## config.mk

```make
export PLATFORM = sky130hd
export DESIGN_NAME = superio_ahb_bridge
export DESIGN_NICKNAME = d
export VERILOG_FILES = /design/src/design/sab_pkg.sv /design/src/design/sab_core.sv /design/src/design/superio_ahb_bridge.sv
export SDC_FILE = /design/constraint.sdc
export NUM_CORES = 1
export LEC_CHECK = 0
export ABC_AREA = 0
export BUFFER_PORTS_ARGS = -buffer_cell sky130_fd_sc_hd__buf_2
export CORE_ASPECT_RATIO = 1.4
export CORE_UTILIZATION = 59
export CTS_BUF_LIST = sky130_fd_sc_hd__clkbuf_8
export DETAILED_ROUTE_END_ITERATION = 6
export HOLD_SLACK_MARGIN = 0.15
export MAX_ROUTING_LAYER = met4
export PLACE_DENSITY_LB_ADDON = 0.15
export SLEW_MARGIN = 15
export SYNTH_ARGS = -nofsm -noshare
export SYNTH_HDL_FRONTEND = slang
export SYNTH_SLANG_ARGS = --single-unit
```

## constraint.sdc

```tcl
create_clock -name clock -period 6.08 [get_ports clock]
set_input_delay 0.608 -clock clock [delete_from_list [all_inputs] [get_ports clock]]
set_output_delay 0.608 -clock clock [all_outputs]
set_load 0.05 [all_outputs]
```

## src/design/sab_pkg.sv

```systemverilog
// Shared types and constants for the configuration port bridge.
`default_nettype none
package sab_pkg;

   // Host access byte codes
   localparam logic [7:0] KEY_BYTE    = 8'hA5;
   localparam logic [7:0] LOCK_BYTE   = 8'hAA;
   localparam logic [7:0] TRIGGER_WR  = 8'hCF;
   localparam logic [7:0] LDN_BRIDGE  = 8'h0D;
   localparam logic [7:0] RD_UNMAPPED = 8'hFF;

   // Register indexes
   localparam logic [7:0] REG_LDN     = 8'h07;
   localparam logic [7:0] REG_ENABLE  = 8'h30;
   localparam logic [7:0] REG_ADDR0   = 8'hF0;
   localparam logic [7:0] REG_DATA0   = 8'hF4;
   localparam logic [7:0] REG_SIZE    = 8'hF8;
   localparam logic [7:0] REG_TRIGGER = 8'hFE;

   localparam logic PORT_INDEX = 1'b0;
   localparam logic PORT_DATA  = 1'b1;

   localparam logic [1:0] SIZE_WORD = 2'd2;
   localparam logic [1:0] SIZE_SAT  = 2'd3;

   typedef enum logic [1:0] {
      REQ_IO_WRITE = 2'd0,
      REQ_IO_READ  = 2'd1,
      REQ_BUS_CPL  = 2'd2
   } req_kind_type;

   typedef enum logic [1:0] {
      CMD_NONE  = 2'd0,
      CMD_READ  = 2'd1,
      CMD_WRITE = 2'd2
   } bus_cmd_type;

   typedef struct packed {
      logic [1:0]  req_kind;
      logic        port_sel;
      logic [7:0]  wdata;
      logic [31:0] bus_rdata;
   } req_item_type;

   typedef struct packed {
      logic [7:0]  io_rdata;
      logic [1:0]  bus_cmd;
      logic [31:0] bus_addr;
      logic [31:0] bus_wdata;
      logic [1:0]  bus_size;
   } rsp_item_type;

endpackage
`default_nettype wire

```

## src/design/sab_core.sv

```systemverilog
// Port state registers and single-pass decode of one host transaction.
`default_nettype none
module sab_core
   import sab_pkg::*;
(
   input  wire logic         clock,
   input  wire logic         reset,
   input  wire req_item_type item,
   input  wire logic         fire,
   output rsp_item_type      result,
   output logic              has_result
);

   logic        key_seen_ff, key_seen_in;
   logic        unlocked_ff, unlocked_in;
   logic [7:0]  index_ff, index_in;
   logic [7:0]  ldn_ff, ldn_in;
   logic        enable_ff, enable_in;
   logic [31:0] addr_ff, addr_in;
   logic [31:0] data_ff, data_in;
   logic [1:0]  size_ff, size_in;

   always_comb begin
      logic       bridge;
      logic [1:0] lane;
      logic [7:0] rd;
      logic       is_addr;
      logic       is_data;

      key_seen_in = key_seen_ff;
      unlocked_in = unlocked_ff;
      index_in    = index_ff;
      ldn_in      = ldn_ff;
      enable_in   = enable_ff;
      addr_in     = addr_ff;
      data_in     = data_ff;
      size_in     = size_ff;
      result      = '0;
      has_result  = 1'b0;

      bridge  = (ldn_ff == LDN_BRIDGE);
      lane    = ~index_ff[1:0];
      is_addr = (index_ff[7:2] == REG_ADDR0[7:2]);
      is_data = (index_ff[7:2] == REG_DATA0[7:2]);
      rd      = RD_UNMAPPED;

      case (req_kind_type'(item.req_kind))
         REQ_BUS_CPL: begin
            data_in = item.bus_rdata;
         end
         REQ_IO_WRITE: begin
            if (item.port_sel == PORT_INDEX) begin
               if (!unlocked_ff) begin
                  if (item.wdata == KEY_BYTE) begin
                     unlocked_in = key_seen_ff;
                     key_seen_in = !key_seen_ff;
                  end else begin
                     key_seen_in = 1'b0;
                  end
               end else if (item.wdata == LOCK_BYTE) begin
                  unlocked_in = 1'b0;
                  key_seen_in = 1'b0;
               end else begin
                  index_in = item.wdata;
               end
            end else if (unlocked_ff) begin
               if (index_ff == REG_LDN) begin
                  ldn_in = item.wdata;
               end else if (bridge) begin
                  if (index_ff == REG_ENABLE) begin
                     enable_in = item.wdata[0];
                  end else if (is_addr) begin
                     addr_in[{lane, 3'b000} +: 8] = item.wdata;
                  end else if (is_data) begin
                     data_in[{lane, 3'b000} +: 8] = item.wdata;
                  end else if (index_ff == REG_SIZE) begin
                     size_in = (item.wdata[1:0] == SIZE_SAT) ? SIZE_WORD : item.wdata[1:0];
                  end else if (index_ff == REG_TRIGGER) begin
                     if (enable_ff && item.wdata == TRIGGER_WR) begin
                        has_result       = 1'b1;
                        result.bus_cmd   = CMD_WRITE;
                        result.bus_addr  = addr_ff;
                        result.bus_wdata = data_ff;
                        result.bus_size  = size_ff;
                     end
                  end
               end
            end
         end
         REQ_IO_READ: begin
            has_result = 1'b1;
            if (unlocked_ff) begin
               if (item.port_sel == PORT_INDEX) begin
                  rd = index_ff;
               end else if (index_ff == REG_LDN) begin
                  rd = ldn_ff;
               end else if (bridge) begin
                  if (index_ff == REG_ENABLE) begin
                     rd = {7'b0, enable_ff};
                  end else if (is_addr) begin
                     rd = addr_ff[{lane, 3'b000} +: 8];
                  end else if (is_data) begin
                     rd = data_ff[{lane, 3'b000} +: 8];
                  end else if (index_ff == REG_SIZE) begin
                     rd = {6'b0, size_ff};
                  end else if (index_ff == REG_TRIGGER) begin
                     rd = 8'h00;
                     if (enable_ff) begin
                        result.bus_cmd  = CMD_READ;
                        result.bus_addr = addr_ff;
                        result.bus_size = size_ff;
                     end
                  end
               end
            end
            result.io_rdata = rd;
         end
         default: begin
         end
      endcase
   end

   always_ff @(posedge clock) begin
      if (reset) begin
         key_seen_ff <= 1'b0;
         unlocked_ff <= 1'b0;
         index_ff    <= '0;
         ldn_ff      <= '0;
         enable_ff   <= 1'b0;
         addr_ff     <= '0;
         data_ff     <= '0;
         size_ff     <= SIZE_WORD;
      end else if (fire) begin
         key_seen_ff <= key_seen_in;
         unlocked_ff <= unlocked_in;
         index_ff    <= index_in;
         ldn_ff      <= ldn_in;
         enable_ff   <= enable_in;
         addr_ff     <= addr_in;
         data_ff     <= data_in;
         size_ff     <= size_in;
      end
   end

endmodule
`default_nettype wire

```

## src/design/superio_ahb_bridge.sv

```systemverilog
// Top level of the index/data configuration port bridge.
// Each host transaction is captured in an input register, decoded against the
// port state in one pass, and any result lands in an output register, so the
// block takes one transaction every cycle. A result is valid once its transaction
// leaves the input register. req_ready drops only when the input register
// holds a transaction that produces a result while the output register is full
// and not being drained in that cycle; transactions without a result never wait.
`default_nettype none
module superio_ahb_bridge
   import sab_pkg::*;
(
   input  wire logic        clock,
   input  wire logic        reset,
   input  wire logic        req_valid,
   output logic             req_ready,
   input  wire logic [1:0]  req_type,
   input  wire logic        req_port_sel,
   input  wire logic [7:0]  req_wdata,
   input  wire logic [31:0] req_bus_rdata,
   output logic             rsp_valid,
   input  wire logic        rsp_ready,
   output logic [7:0]       rsp_io_rdata,
   output logic [1:0]       rsp_bus_cmd,
   output logic [31:0]      rsp_bus_addr,
   output logic [31:0]      rsp_bus_wdata,
   output logic [1:0]       rsp_bus_size
);

   logic         in_valid_ff;
   req_item_type in_item_ff;
   logic         rsp_valid_ff, rsp_valid_in;
   rsp_item_type rsp_item_ff;

   rsp_item_type result;
   logic         has_result;
   logic         out_free;
   logic         advance;

   sab_core u_core (
      .clock      (clock),
      .reset      (reset),
      .item       (in_item_ff),
      .fire       (advance),
      .result     (result),
      .has_result (has_result)
   );

   assign out_free  = !rsp_valid_ff || rsp_ready;
   assign advance   = in_valid_ff && (!has_result || out_free);
   assign req_ready = !in_valid_ff || advance;

   always_comb begin
      rsp_valid_in = rsp_valid_ff && !rsp_ready;
      if (advance && has_result) begin
         rsp_valid_in = 1'b1;
      end
   end

   always_ff @(posedge clock) begin
      if (reset) begin
         in_valid_ff  <= 1'b0;
         rsp_valid_ff <= 1'b0;
      end else begin
         if (req_ready) begin
            in_valid_ff <= req_valid;
         end
         rsp_valid_ff <= rsp_valid_in;
      end
   end

   // Payload registers: load on capture, hold otherwise
   always_ff @(posedge clock) begin
      if (req_valid && req_ready) begin
         in_item_ff <= '{req_kind: req_type, port_sel: req_port_sel,
                         wdata: req_wdata, bus_rdata: req_bus_rdata};
      end
      if (advance && has_result) begin
         rsp_item_ff <= result;
      end
   end

   assign rsp_valid     = rsp_valid_ff;
   assign rsp_io_rdata  = rsp_item_ff.io_rdata;
   assign rsp_bus_cmd   = rsp_item_ff.bus_cmd;
   assign rsp_bus_addr  = rsp_item_ff.bus_addr;
   assign rsp_bus_wdata = rsp_item_ff.bus_wdata;
   assign rsp_bus_size  = rsp_item_ff.bus_size;

endmodule
`default_nettype wire

```

# Word-level counts from Yosys, hierarchy flattened

Cells that the tools add are included.

Add/sub/neg operators: 1
Eq/ne operators: 21
Shift operators: 4
Muxes and demuxes: 70
Bitwise logic cells: 12
Reduce and logical (&&, ||, !) cells: 24

Operators by type and width:

| kind                                                  | number |
|---|---|
| two-way mux 68 bit                                    | 10 |
| two-way mux 34 bit                                    | 8 |
| two-way mux 32 bit                                    | 7 |
| two-way mux 8 bit                                     | 9 |
| case mux 34 bit (2 select lines)                      | 1 |
| two-way mux 33 bit                                    | 2 |
| bitwise mux 32 bit                                    | 2 |
| case mux 32 bit (2 select lines)                      | 1 |
| variable part select 32 x 6 -> 8 bit                  | 2 |
| equality test 8 bit (second input constant)           | 5 |
| variable shift 8 x 7 -> 32 bit (first input constant) | 1 |
| variable part select 8 x 7 -> 32 bit                  | 1 |
| two-way mux 2 bit                                     | 11 |
| two-way mux 1 bit                                     | 17 |
| equality test 6 bit (second input constant)           | 2 |
| inverter 1 bit                                        | 11 |
| OR reduction 11 bit                                   | 1 |
| != test 2 bit (second input constant)                 | 5 |
| AND reduction 10 bit                                  | 1 |
| AND reduction 5 bit                                   | 2 |
| AND reduction 9 bit                                   | 1 |
| equality test 8 x 3 -> 1 bit (second input constant)  | 1 |
| equality test 8 x 4 -> 1 bit (second input constant)  | 1 |
| equality test 8 x 6 -> 1 bit (second input constant)  | 1 |
| 16 further kinds                                      | 29 |

Flip-flop bits (word level): 206
Input port bits: 47
Logic and storage cells: 151

# Logic depth before layout (Yosys ltp)

Depth after elaboration: 18
Depth in mapped cells: 11
Gate-level depth less buffers: 7

# Cells and area by module

From an unflattened synthesis, not the netlist that was laid out.

Cells, all modules: 750
Area, all modules: 8795.9 um^2

Modules (own cells, without submodules):

| module             | times used | cells an instance | area an instance (um^2) |
|---|---|---|---|
| sab_core           | 1          | 619               | 5118.7 |
| superio_ahb_bridge | 1          | 131               | 3677.3 |

# Worst setup path after synthesis

No wires, ideal clock.

Path kind: register to register
Start point: register u_core.index_ff[0]
End point: register in_item_ff[0] (netlist bit), enable pin
Setup time: 503 ps
Arrival time: 4946 ps
Setup slack: 631 ps
Cell stages (with the launch flop): 12
Path buffers: 4
Clock period less this slack: 5449 ps
Cells stage by stage: dfxtp_1 > buf_2 > buf_2 > inv_1 > ha_1 > nand3_1 > nor2_1 > nand4_1 > nor3_2 > buf_4 > buf_6 > o21ai_0

Word-level cells in the longest chain between the ends: 16
Elaborated cells on any way between the ends: 19

Ends and longest elaborated chain:

| element                           | RTL line                 | source |
|---|---|---|
| start: declaration                | sab_core.sv:16           | `logic [7:0] index_ff, index_in;` |
| start signal: assignment          | sab_core.sv:136          | `index_ff <= index_in;` |
| equality test 8 bit               | sab_core.sv:78           | `end else if (index_ff == REG_TRIGGER) begin` |
| two-way mux 1 bit                 | sab_core.sv:78           |  |
| two-way mux 1 bit                 | sab_core.sv:76           | `end else if (index_ff == REG_SIZE) begin` |
| two-way mux 1 bit                 | sab_core.sv:74           | `end else if (is_data) begin` |
| two-way mux 1 bit                 | sab_core.sv:72           | `end else if (is_addr) begin` |
| two-way mux 1 bit                 | sab_core.sv:70           | `if (index_ff == REG_ENABLE) begin` |
| two-way mux 1 bit                 | sab_core.sv:69           | `end else if (bridge) begin` |
| two-way mux 1 bit *               | sab_core.sv:67           | `if (index_ff == REG_LDN) begin` |
| two-way mux 1 bit *               | sab_core.sv:66           | `end else if (unlocked_ff) begin` |
| two-way mux 1 bit *               | sab_core.sv:52           | `if (item.port_sel == PORT_INDEX) begin` |
| case mux 1 bit (2 select lines) * | sab_core.sv:47           | `case (req_kind_type'(item.req_kind))` |
| logical NOT 1 bit *               | superio_ahb_bridge.sv:49 | `assign advance = in_valid_ff && (!has_result \|\| out_free);` |
| logical OR 1 bit *                | superio_ahb_bridge.sv:49 |  |
| logical AND 1 bit *               | superio_ahb_bridge.sv:49 |  |
| logical OR 1 bit *                | superio_ahb_bridge.sv:50 | `assign req_ready = !in_valid_ff \|\| advance;` |
| logical AND 1 bit *               | superio_ahb_bridge.sv:73 | `if (req_valid && req_ready) begin` |
| end signal: assignment            | superio_ahb_bridge.sv:74 | `in_item_ff <= '{req_kind: req_type, port_sel: req_port_sel,` |
| end: declaration                  | superio_ahb_bridge.sv:30 | `req_item_type in_item_ff;` |

Every way passes the cells marked *; elsewhere a longest branch is shown, timed or not.
A chain may end at the register's enable or synchronous reset.

# Worst setup path in the final report

Start point: register u_core.index_ff[1]
End point: output port req_ready

Word-level cells in the longest chain between the ends: 15
Elaborated cells on any way between the ends: 18

Ends and longest elaborated chain:

| element                           | RTL line                 | source |
|---|---|---|
| equality test 8 bit               | sab_core.sv:78           |  |
| two-way mux 1 bit                 | sab_core.sv:78           |  |
| two-way mux 1 bit                 | sab_core.sv:76           |  |
| two-way mux 1 bit                 | sab_core.sv:74           |  |
| two-way mux 1 bit                 | sab_core.sv:72           |  |
| two-way mux 1 bit                 | sab_core.sv:70           |  |
| two-way mux 1 bit                 | sab_core.sv:69           |  |
| two-way mux 1 bit *               | sab_core.sv:67           |  |
| two-way mux 1 bit *               | sab_core.sv:66           |  |
| two-way mux 1 bit *               | sab_core.sv:52           |  |
| case mux 1 bit (2 select lines) * | sab_core.sv:47           |  |
| logical NOT 1 bit *               | superio_ahb_bridge.sv:49 |  |
| logical OR 1 bit *                | superio_ahb_bridge.sv:49 |  |
| logical AND 1 bit *               | superio_ahb_bridge.sv:49 |  |
| logical OR 1 bit *                | superio_ahb_bridge.sv:50 |  |
| end: declaration                  | superio_ahb_bridge.sv:15 | `output logic req_ready,` |

Marks and branches as above.

==> results.txt <==
* Crit-path cells: buf_4 > ha_1 > nand4_1 > nand4_1 > nor3_4 > o211ai_1 > buf_2
- Ports placed on the boundary: 125
- Data required time of the critical path: 5.47 ns
* Die W: 107.2 µm
* DIE AREA: 16000 µm²
* Net switching power of the design: 0.6807 mW
- In the global route stage, overall resource usage came out at 0.2995.
- The count of nets left with antenna violations once routing finished came out at 0.
* EDFF count, synth: 119
- Number of clock buffers inserted by TritonCTS: 29
- Max-cap violations in this run came to 0.
- Of the cells placed in the final design, the portion with a size suffix greater than 1 is 0.2365.
- Most frequent cell on the critical path: nand4_1
* Status: completed
- Count of state elements after synthesis: 206
- For this run, the number of Yosys warnings is 0.
* Clock tree from TritonCTS: yes
- Dividing the final minimum period by the clock period gives 0.7665.
* Effective utilization at floorplan: 0.6070
- Leakage power total: 3.851 nW
- Counting every instance in the synthesized netlist gives 799.
- Start-to-end type of the worst setup path: flop to output port
- PwrDens: 269.2 nW/µm²
- Of the total power, registers draw 0.554.
- RSZ-0062 raised after global routing: false
- Among all flip-flop cells after synthesis, the most frequent one is edfxtp_1.
- Hold Fails Final Rpt: 0
- Averaged over all synthesized cells, the footprint is 11.44 µm².
- Antenna violations before repair: 0
- Total detailed-routing wirelength: 23020 µm
* Area share of the largest cell type after synthesis: 0.3911
* Clock-pin slew reported for the worst setup and hold paths after clock tree synthesis: 0.07 ns
* Total of cells resized after clock tree synthesis: 0
- From bottom edge to top edge, the die measures 149.3 µm.
* Worst path slowest cell: dfxtp_1
- Count of clock tree sinks: 206
- Row count: 53
* Synthesis-to-layout area growth: 14.27%
* DRC violation total after the first TritonRoute iteration: 451
- At the end of routability-driven placement, the weighted congestion stood at 0.9139.
- In the routed layout, each cell is associated on average with a via count of 6.027.
- Wire length of the first global-routing pass: 34850 µm
* Maximum cell stage delay along the critical path: 0.85 ns
- Type of the tightest min-delay check: primary input to flop
- Pin count of the biggest net entering global routing: 77
* Power consumption: 2.811 mW
- After detailed routing, the average wire length per cell comes to 20.59 µm.
- After synthesis, the netlist uses 60 different library cells.
- At the later pin of the worst-skew pair, clock insertion delay measures 0.57 ns.
- VDD IR-drop max: 192.7 µV
- For the pin with the worst max-slew slack, the measured transition is 1.095 ns.
* DRC violation count after routing: 0
- Net count, final: 956
- Before antenna repair, the detailed router went through 5 iterations.
- The count of buffers added on input and output ports is 124.
- Total nets after synthesis: 852
* Relative slew slack: 0.2697
- Logic gate share of total power: 0.064
* Hold Path Depth: 1
* Maximum clock rate: 214.6 MHz
- Synth area leaders: edfxtp_1, dfxtp_1, mux2i_1
* H-tree levels: 1
- Library cell with the largest summed area after synthesis: edfxtp_1
- Part of the total power dissipated in the clock network: 0.382
* Maximum root-to-sink buffer count: 3
* Critical path startpoint category: flop
* Max FO, Critical Path: 16
- The via count of the first global-routing pass was 6563.
- Net switching fraction of the power: 0.2421
* Async SR Flop Fraction: 0
- In the post-route analysis, the smallest setup slack over all paths is 1.420 ns.
- Measured in cells, the most critical reg-to-reg path has a length of 6.
- Type of element capturing the critical path: output port
- Clock Tree Root: clkbuf_8
- Worst Path Arrival: 4.05 ns
* Total overflow reported by the global router: 0
- The detailed router placed 6738 vias in this run.
- Int Pwr: 2.131 mW
- Post-Route Skew: 0.01770 ns
- In this run, post-CTS hold repair placed 0 buffers.
* Antenna Cells: 0
- Summed negative setup slack over all endpoints: 0 ns
* Fraction of the core area covered by cells at the end of the flow: 0.6936
* Sequential share of the synthesized area: 0.5817
- Pre-CTS setup slack: 1.428 ns
* Area inside the core boundary: 15050 µm²
- Final-report setup violation count: 0
- Count of final max-slew check failures: 0
* Dpl hpwl: 16400 µm
- Post-CTS timing repair inserted 0 buffers for setup.
- Synthesized cell area: 9138 µm²
- Shortest clock period the worst path allows after layout: 4.660 ns
==> critical path: cells and delay by family (launching register included) <==
family                   cells  cell delay [ns]
AND/OR/NAND/NOR              3             1.23
flip-flops                   1             0.85
adder cells (fa/ha/maj)      1             0.60
buffers and inverters        2             0.59
AO/OA/AOI/OAI                1             0.19
==> through the flow <==
| stage | cells | hold WS, ns | instance area, µm² |
|---|---|---|---|
| floorplan | 799 | 0.4416 | 9138 |
| CTS | 1116 | 0.1847 | 10390 |
| global route | 1118 | 0.1844 | 10440 |
| finish | 1118 | 0.2122 | 10440 |
| global placement | 1062 | 0.4558 | 9809 |
| detailed placement | 1062 | 0.4688 | 9809 |
==> cell type report <==
| cell class | count | area, µm² |
|---|---|---|
| Inverter | 15 | 56.30 |
| Timing Repair Buffer | 132 | 708.2 |
| Fill cell | 1177 | 4612 |
| Tap cell | 192 | 240.2 |
| Multi-Input combinational cell | 519 | 3537 |
| Sequential cell | 206 | 5315 |
| Clock buffer | 31 | 426.7 |
| Clock inverter | 23 | 157.7 |
==> final timing paths <==
| kind | start | to | slack (ns) |
|---|---|---|---|
| worst min register to register | u_core.addr_ff[12] | u_core.addr_ff[12] | 0.48 |
| worst max-delay path | u_core.index_ff[1] | req_ready | 1.42 |
| worst min-delay path | req_bus_rdata[23] | in_item_ff[23] | 0.21 |
| worst max register to register | u_core.index_ff[1] | rsp_bus_wdata[27] | 1.92 |
==> per-layer routing <==
layer	vias to the layer above	part of all wire	wire, µm	global-route usage
li1	3120	-	-	-
met1	3231	0.38	8698	0.3366
met2	304	0.49	11390	0.4890
met3	83	0.067	1550	0.04980
met4	0	0.060	1386	0.2021
met5	-	0	0	-
==> state kept, by name (all words and copies together), names as in the netlist <==
register	count
in_item_ff	43
rsp_bus_addr	32
rsp_bus_wdata	32
u_core.addr_ff	32
u_core.data_ff	32
rsp_io_rdata	8
u_core.index_ff	8
u_core.ldn_ff	8
rsp_bus_cmd	2
rsp_bus_size	2
u_core.size_ff	2
in_valid_ff	1
rsp_valid	1
u_core.enable_ff	1
u_core.key_seen_ff	1
u_core.unlocked_ff	1
==> power by group through the flow <==
stage                     clock (mW)  sequential [mW]  combinational [mW]
after floorplan                    0             1.62              0.0826
after global placement             0             1.58               0.174
after detailed placement           0             1.59               0.177
after CTS                       1.09             1.56               0.177
after global routing            1.15             1.56               0.194
final                           1.07             1.56               0.180
==> cell usage in the layout, fill, tap and decap left out, types with 5 or more instances in the layout <==
master	n
buf_2	124
edfxtp_1	119
dfxtp_1	87
nand2_1	85
and2_1	67
mux2i_1	50
a21oi_1	37
nor2_1	35
clkbuf_8	31
nand3_1	29
o21ai_0	25
a22oi_1	25
a21o_1	24
inv_1	22
nor3_1	15
mux4_2	13
nand4_1	9
nor2b_1	9
a211oi_1	8
a32o_2	8
clkinv_2	8
nand2b_1	7
ha_1	6
buf_4	6
a31oi_1	5
==> cell families (layout without fill, tap and decap cells) <==
kind of cell	count (synthesis)	count (layout)	synth area share
flip-flops	206	206	0.5817
AO/OA/AOI/OAI	155	155	0.1156
adder cells (fa/ha/maj)	6	6	0.008216
multiplexers	63	63	0.08681
AND/OR/NAND/NOR	295	295	0.1732
buffers and inverters	74	201	0.03451
==> cell usage after synthesis (3+ instances only) <==
| cell | instances |
|---|---|
| inv_1 | 13 |
| nor2b_1 | 9 |
| mux4_2 | 13 |
| o22ai_1 | 4 |
| a211oi_1 | 8 |
| nor2_1 | 35 |
| a21o_1 | 24 |
| or4_1 | 3 |
| mux2i_1 | 50 |
| ha_1 | 6 |
| a32o_2 | 8 |
| nand2_4 | 4 |
| a22oi_1 | 25 |
| clkbuf_1 | 44 |
| and3_1 | 4 |
| nand2b_1 | 7 |
| and4_1 | 3 |
| nand4_1 | 9 |
| buf_1 | 4 |
| dfxtp_1 | 87 |
| a31oi_1 | 5 |
| nand2_1 | 85 |
| a22o_1 | 3 |
| buf_2 | 6 |
| a21oi_1 | 37 |
| buf_6 | 3 |
| nand3_1 | 29 |
| edfxtp_1 | 119 |
| nor4_1 | 4 |
| or2_2 | 4 |
| o21ai_0 | 26 |
| nor3_1 | 16 |
| and2_1 | 67 |
Note: power is estimated with default switching activity, not from simulation.
